===== src/rtl/assert_macros.svh =====
// Assertion macros for the RTL files, included by lserk_ctrl.
`ifndef ASSERT_MACROS_SVH
`define ASSERT_MACROS_SVH
// Implication checked on every rising clock edge outside reset.
`define ASSERT_IMPL(label, clk, rst, ante, cons, msg) \
  label: assert property (@(posedge clk) disable iff (rst) (ante) |-> (cons)) else $error(msg);
// Next-cycle implication outside reset.
`define ASSERT_NEXT(label, clk, rst, ante, cons, msg) \
  label: assert property (@(posedge clk) disable iff (rst) (ante) |=> (cons)) else $error(msg);
`endif


===== src/rtl/lserk_pkg.sv =====
// ---------------------------------------------------------------------------
// lserk_pkg: shared types and constants
// Function codes, controller states, command/status structs, LSERK4 tables.
// ---------------------------------------------------------------------------
`timescale 1ns / 1ps
`default_nettype none
package lserk_pkg;
  localparam int DataW = 32;
  localparam int IdxW  = 4;

  typedef enum logic [2:0] {
    FUNC_LOAD_OP    = 3'd0,
    FUNC_LOAD_CPL   = 3'd1,
    FUNC_LOAD_STATE = 3'd2,
    FUNC_LOAD_FORCE = 3'd3,
    FUNC_STEP       = 3'd4
  } func_t;

  localparam logic [7:0] REG_STEP_SIZE = 8'd0;
  localparam logic [7:0] REG_FORCING   = 8'd1;

  typedef enum logic [2:0] {
    ST_IDLE,
    ST_CLEAR,
    ST_RHS,
    ST_UPD,
    ST_OUT
  } state_t;

  typedef enum logic [1:0] {
    MAC_NONE,
    MAC_OP,
    MAC_CPL
  } mac_sel_t;

  typedef struct packed {
    logic        clear_res;
    logic        acc_clear;
    mac_sel_t    mac_sel;
    logic        rhs_write;
    logic        upd_ph;
    logic        upd_write;
    logic [2:0]  stage;
  } dp_cmd_t;

  typedef struct packed {
    logic unused;
  } dp_stat_t;

  function automatic logic signed [31:0] coef_a(input logic [2:0] s);
    case (s)
      3'd1:    return -32'sd448706480;
      3'd2:    return -32'sd1280063135;
      3'd3:    return -32'sd1822982432;
      3'd4:    return -32'sd1625842093;
      default: return 32'sd0;
    endcase
  endfunction

  function automatic logic signed [31:0] coef_b(input logic [2:0] s);
    case (s)
      3'd0:    return 32'sd160695151;
      3'd1:    return 32'sd407173973;
      3'd2:    return 32'sd883641234;
      3'd3:    return 32'sd751029208;
      default: return 32'sd164343969;
    endcase
  endfunction

  function automatic logic signed [31:0] sat32(input logic signed [71:0] v);
    if (v > 72'sd2147483647) return 32'sh7fffffff;
    if (v < -72'sd2147483648) return 32'sh80000000;
    return v[31:0];
  endfunction

  // floor((p + 2^(sh-1)) >> sh), arithmetic
  function automatic logic signed [63:0] rnd24(input logic signed [63:0] p);
    logic signed [63:0] t;
    t = p + 64'sd8388608;
    return t >>> 24;
  endfunction

  function automatic logic signed [63:0] rnd30(input logic signed [63:0] p);
    logic signed [63:0] t;
    t = p + 64'sd536870912;
    return t >>> 30;
  endfunction
endpackage
`default_nettype wire


===== src/rtl/lserk_ctrl.sv =====
// ---------------------------------------------------------------------------
// lserk_ctrl: step sequencer
// Walks stages, rows and columns and drives the datapath commands.
// ---------------------------------------------------------------------------
`timescale 1ns / 1ps
`default_nettype none
`include "assert_macros.svh"
module lserk_ctrl #(
  parameter int StateDim = 16,
  parameter int InputDim = 16
) (
  input  wire logic               clk,
  input  wire logic               rst,
  input  wire logic               start,
  input  wire logic               forcing,
  input  wire logic               out_ready,
  input  wire lserk_pkg::dp_stat_t stat,
  output lserk_pkg::dp_cmd_t      cmd,
  output logic                    busy,
  output logic                    out_valid,
  output logic [3:0]              row_i,
  output logic [3:0]              col_j
);
  import lserk_pkg::*;

  localparam int Lat = 3;
  state_t state, state_next;
  logic [2:0] stage;
  logic [4:0] cnt;     // column/phase counter incl. drain cycles
  logic       ph;      // 0 operator pass, 1 coupling pass
  logic [3:0] row;
  logic [4:0] cnt_last;

  assign cnt_last = ph ? 5'(InputDim + Lat) : 5'(StateDim + Lat);
  logic [4:0] colw;
  assign colw = ph ? 5'(InputDim) : 5'(StateDim);

  always_comb begin
    state_next = state;
    case (state)
      ST_IDLE:  if (start) state_next = ST_CLEAR;
      ST_CLEAR: if (32'(row) == StateDim - 1) state_next = ST_RHS;
      ST_RHS:   if (cnt == cnt_last && (ph || !forcing) && 32'(row) == StateDim - 1)
                  state_next = ST_UPD;
      ST_UPD:   if (cnt == 5'd3 && 32'(row) == StateDim - 1)
                  state_next = (stage == 3'd4) ? ST_OUT : ST_RHS;
      ST_OUT:   if (out_ready && 32'(row) == StateDim - 1) state_next = ST_IDLE;
      default:  state_next = ST_IDLE;
    endcase
  end

  always_ff @(posedge clk) begin
    if (rst) begin
      state <= ST_IDLE; stage <= '0; cnt <= '0; ph <= 1'b0; row <= '0;
    end else begin
      state <= state_next;
      case (state)
        ST_IDLE: begin
          stage <= '0; cnt <= '0; ph <= 1'b0; row <= '0;
        end
        ST_CLEAR: row <= (32'(row) == StateDim - 1) ? '0 : row + 4'd1;
        ST_RHS: begin
          if (cnt == cnt_last) begin
            cnt <= '0;
            if (!ph && forcing) ph <= 1'b1;
            else begin
              ph <= 1'b0;
              row <= (32'(row) == StateDim - 1) ? '0 : row + 4'd1;
            end
          end else cnt <= cnt + 5'd1;
        end
        ST_UPD: begin
          if (cnt == 5'd3) begin
            cnt <= '0;
            if (32'(row) == StateDim - 1) begin
              row <= '0; stage <= stage + 3'd1;
            end else row <= row + 4'd1;
          end else cnt <= cnt + 5'd1;
        end
        ST_OUT: if (out_ready) row <= row + 4'd1;
        default: ;
      endcase
    end
  end

  always_comb begin
    cmd = '0;
    cmd.stage = stage;
    busy = state != ST_IDLE;
    out_valid = state == ST_OUT;
    row_i = row;
    col_j = cnt[3:0];
    case (state)
      ST_CLEAR: cmd.clear_res = 1'b1;
      ST_RHS: begin
        cmd.acc_clear = cnt == 5'd0 && !ph;
        if (cnt < colw) cmd.mac_sel = ph ? MAC_CPL : MAC_OP;
        cmd.rhs_write = cnt == cnt_last && (ph || !forcing);
      end
      ST_UPD: begin
        cmd.upd_ph    = cnt == 5'd3;
        cmd.upd_write = cnt == 5'd1 || cnt == 5'd3;
      end
      default: ;
    endcase
  end

  `ASSERT_IMPL(a_out_only_out, clk, rst, out_valid, state == ST_OUT, "out_valid outside ST_OUT")
  `ASSERT_IMPL(a_stage_range, clk, rst, busy, stage <= 3'd4 || state == ST_OUT, "stage out of range")
  `ASSERT_NEXT(a_start_leaves_idle, clk, rst, state == ST_IDLE && start, state == ST_CLEAR, "step did not start")
endmodule
`default_nettype wire

===== config.mk =====
export PLATFORM = sky130hd
export DESIGN_NAME = lserk_ctrl
export DESIGN_NICKNAME = d
export VERILOG_FILES = /design/src/rtl/lserk_pkg.sv /design/src/rtl/lserk_ctrl.sv
export VERILOG_INCLUDE_DIRS = /design/src /design/src/rtl
export SDC_FILE = /design/constraint.sdc
export NUM_CORES = 1
export LEC_CHECK = 0
export BUFFER_PORTS_ARGS = -buffer_cell sky130_fd_sc_hd__buf_4
export CAP_MARGIN = 20
export CORE_ASPECT_RATIO = 1.5
export CORE_MARGIN = 2
export CORE_UTILIZATION = 50
export CTS_CLUSTER_SIZE = 16
export DETAILED_ROUTE_END_ITERATION = 10
export PLACE_DENSITY = 0.72
export REMOVE_ABC_BUFFERS = 1
export SLEW_MARGIN = 5
export SYNTH_ARGS = -nofsm -noshare
export SYNTH_HDL_FRONTEND = slang
export SYNTH_SLANG_ARGS = --single-unit

===== constraint.sdc =====
create_clock -name clk -period 2.37 [get_ports clk]
set_input_delay 0.237 -clock clk [delete_from_list [all_inputs] [get_ports clk]]
set_output_delay 0.237 -clock clk [all_outputs]
set_load 0.03 [all_outputs]

==> results.json <==
{
  "status": "finished, final reports clean",
  "synth_mux_area_frac": 0.0574,
  "clock_power_share": 0.236,
  "num_vias": 1087,
  "die_h_um": 64.0,
  "track_usage": 0.198,
  "firstDrtPassIters": 4,
  "p_sw_uw": 265,
  "synth-xor-area-share": 0.00730,
  "power.leakage_nw": 0.591,
  "cts.path.max_buffers": 2,
  "grt_pass1_vias": 998,
  "slew_headroom": 0.619,
  "layout_common_cells": "26 x buf_4, 16 x dfxtp_1, 10 x nor2_1",
  "p_seq_frac": 0.427,
  "fin_util": 0.612,
  "antenna_found_initial": 0,
  "synth_compound_area_frac": 0.198,
  "comb_power_share": 0.337,
  "use_met1": 0.268,
  "finalPower_uw": 755,
  "min_path_type": "in2reg",
  "cts_buffers": 3,
  "routed_wl_mm": 2.60,
  "setup_slack_ns": 0.304,
  "h-tree-depth": 1,
  "ys_seq_area_frac": 0.267,
  "crit_arrival_ns": 1.83,
  "area_delta_synth_final_pct": 15.3,
  "powerDensity_nw_per_um2": 545,
  "nets": 175,
  "gp_congestion": 0.774,
  "worstSkewPairLatency_ns": 0.28,
  "synthCells": 144,
  "crit_fanout": 15,
  "fmax_ghz": 0.484,
  "worst_pin_slew_ns": 0.571,
  "vdd_drop_max_mv": 0.368,
  "path_clk_slew_ns": 0.10,
  "p_int_uw": 490,
  "synth_fa_ha_area_frac": 0.0626,
  "synth_edf_count": 0,
  "synth_warnings": 0,
  "synth_top_family_by_area": "simple AND/OR/NAND/NOR gates",
  "timing.final.crit_share": 0.872,
  "cp.required_ns": 2.13,
  "core_region_area_um2": 2260,
  "wl_per_cell_um": 14.0,
  "antenna_cells": 0,
  "ios": 26,
  "die_area_um2": 2820,
  "vias_per_cell": 5.88,
  "num_rows": 21,
  "pre_cts_slack_ns": 0.568,
  "hold_buffers": 0,
  "setup_violations": 0,
  "max_cap_violations": 0,
  "cts_resized": 0,
  "die_x_um": 44,
  "grt_max_degree": 20,
  "end_kind": "output pin",
  "fin_crit_ns": 2.07,
  "ys_ff_latch": 16,
  "post-cts-setup-buffers": 0,
  "synth-simple-area-share": 0.316,
  "drt_iter0_drc": 27,
  "skew_ns": 0.00395,
  "grt-busiest-layer": "met2",
  "cts_sinks": 16,
  "met3_usage": 0.0311,
  "start_kind": "flop",
  "syn_avg_cell_area_um2": 8.33,
  "finalHoldViolCount": 0,
  "initial_core_util": 0.531,
  "clockRootBuffer": "clkbuf_4",
  "maxSlewViolCount": 0,
  "grt.overflow.total": 0,
  "swShare": 0.351,
  "rsz0062_at_grt": "no",
  "grt_pass1_wl_mm": 4.45,
  "critPathKind": "reg2out",
  "port_buffers": 24,
  "drc": 0,
  "ys_types": 50,
  "use_met2": 0.314,
  "synth_ff_type": "dfxtp_1",
  "tritoncts": "built",
  "final_common_cell": "buf_4",
  "layout-drive-gt1-share": 0.265,
  "setup_tns_ns": 0,
  "antenna_left": 0,
  "dp_hpwl_mm": 1.92,
  "async_reset_ff_frac": 0,
  "synth_area_um2": 1200
}
-- power by group through the flow --
stage,Combinational (mW),Clock (mW),Sequential (mW)
finish,0.254,0.178,0.322
global route,0.277,0.208,0.326
CTS,0.257,0.185,0.321
detailed placement,0.256,0,0.328
global placement,0.249,0,0.326
floorplan,0.171,0,0.332
-- worst max-delay path, cell delays in order (launching register included) --
cell     delay (ns)
dfxtp_1        0.46
buf_4          0.25
or3b_4         0.42
nor2_2         0.10
and3_1         0.16
buf_4          0.15
-- layer usage --
| metal | routed length, µm | part of all wire |
|---|---|---|
| met1 | 1180 | 0.45 |
| met2 | 1340 | 0.52 |
| met3 | 60 | 0.023 |
| met4 | 15 | 0.0058 |
| met5 | 0 | 0 |
-- cell families after synthesis --
| logic type | count (synthesis) |
|---|---|
| buffers and inverters | 21 |
| XOR/XNOR | 1 |
| AND/OR/NAND/NOR | 61 |
| adder cells (fa/ha/maj) | 6 |
| AO/OA/AOI/OAI | 33 |
| multiplexers | 6 |
| flip-flops | 16 |
-- sequential cells by signal (all words and copies together) (netlist names) --
| signal | flops |
|---|---|
| stage | 3 |
| ph | 1 |
| state | 3 |
| row_i | 4 |
| cnt | 5 |
-- cell usage after synthesis, types with 2 or more instances --
master    count  share of area
nand2_1       3         0.0094
a21oi_1       7          0.029
o21ai_0       5          0.021
o211ai_1      3          0.019
a21o_1        2          0.013
nand2b_1      5          0.026
and3_1        4          0.021
ha_1          6          0.063
mux2_2        3          0.028
dfxtp_1      16           0.27
nor3b_1       3          0.019
a22oi_1       3          0.019
nor3_2        2          0.017
mux2i_1       2          0.017
and2_1        2          0.010
inv_1         9          0.028
clkbuf_1      4          0.013
nand3_1       8          0.033
or3_1         2          0.010
nor2_1       10          0.031
nand4_1       2          0.010
a31oi_1       3          0.016
nor3_1        6          0.025
nor2b_1       2          0.010
buf_4         6          0.038
o21a_1        2          0.013
-- through the flow --
| stage | instance area, µm² | instances | hold WS (ns) |
|---|---|---|---|
| 2_1_floorplan | 1120 | 132 | 0.303 |
| 3_3_place_gp | 1350 | 181 | 0.474 |
| 3_5_place_dp | 1350 | 181 | 0.485 |
| 4_1_cts | 1380 | 185 | 0.241 |
| 5_1_grt | 1380 | 185 | 0.253 |
| 6_report | 1380 | 185 | 0.249 |
-- worst paths after layout --
path / startpoint / end / slack [ns] / cells past startpoint
hold reg to reg: stage[2]$_SDFFE_PP0P_ / stage[2]$_SDFFE_PP0P_ / 0.50 / 2
setup / recovery: state[2]$_SDFFE_PP0P_ / cmd[8] / 0.30 / 5
setup reg to reg: state[0]$_SDFFE_PP0P_ / state[0]$_SDFFE_PP0P_ / 0.54 / 4
hold / removal: forcing / ph$_SDFFE_PP0P_ / 0.25 / 3
-- layout make-up --
class                           instances  area, µm²
Multi-Input combinational cell        107        769
Sequential cell                        16        320
Clock buffer                            4       36.3
Tap cell                               23       28.8
Timing Repair Buffer                   26        195
Inverter                                9       33.8
Fill cell                             200        876
Note: power is estimated with default switching activity, not from simulation.
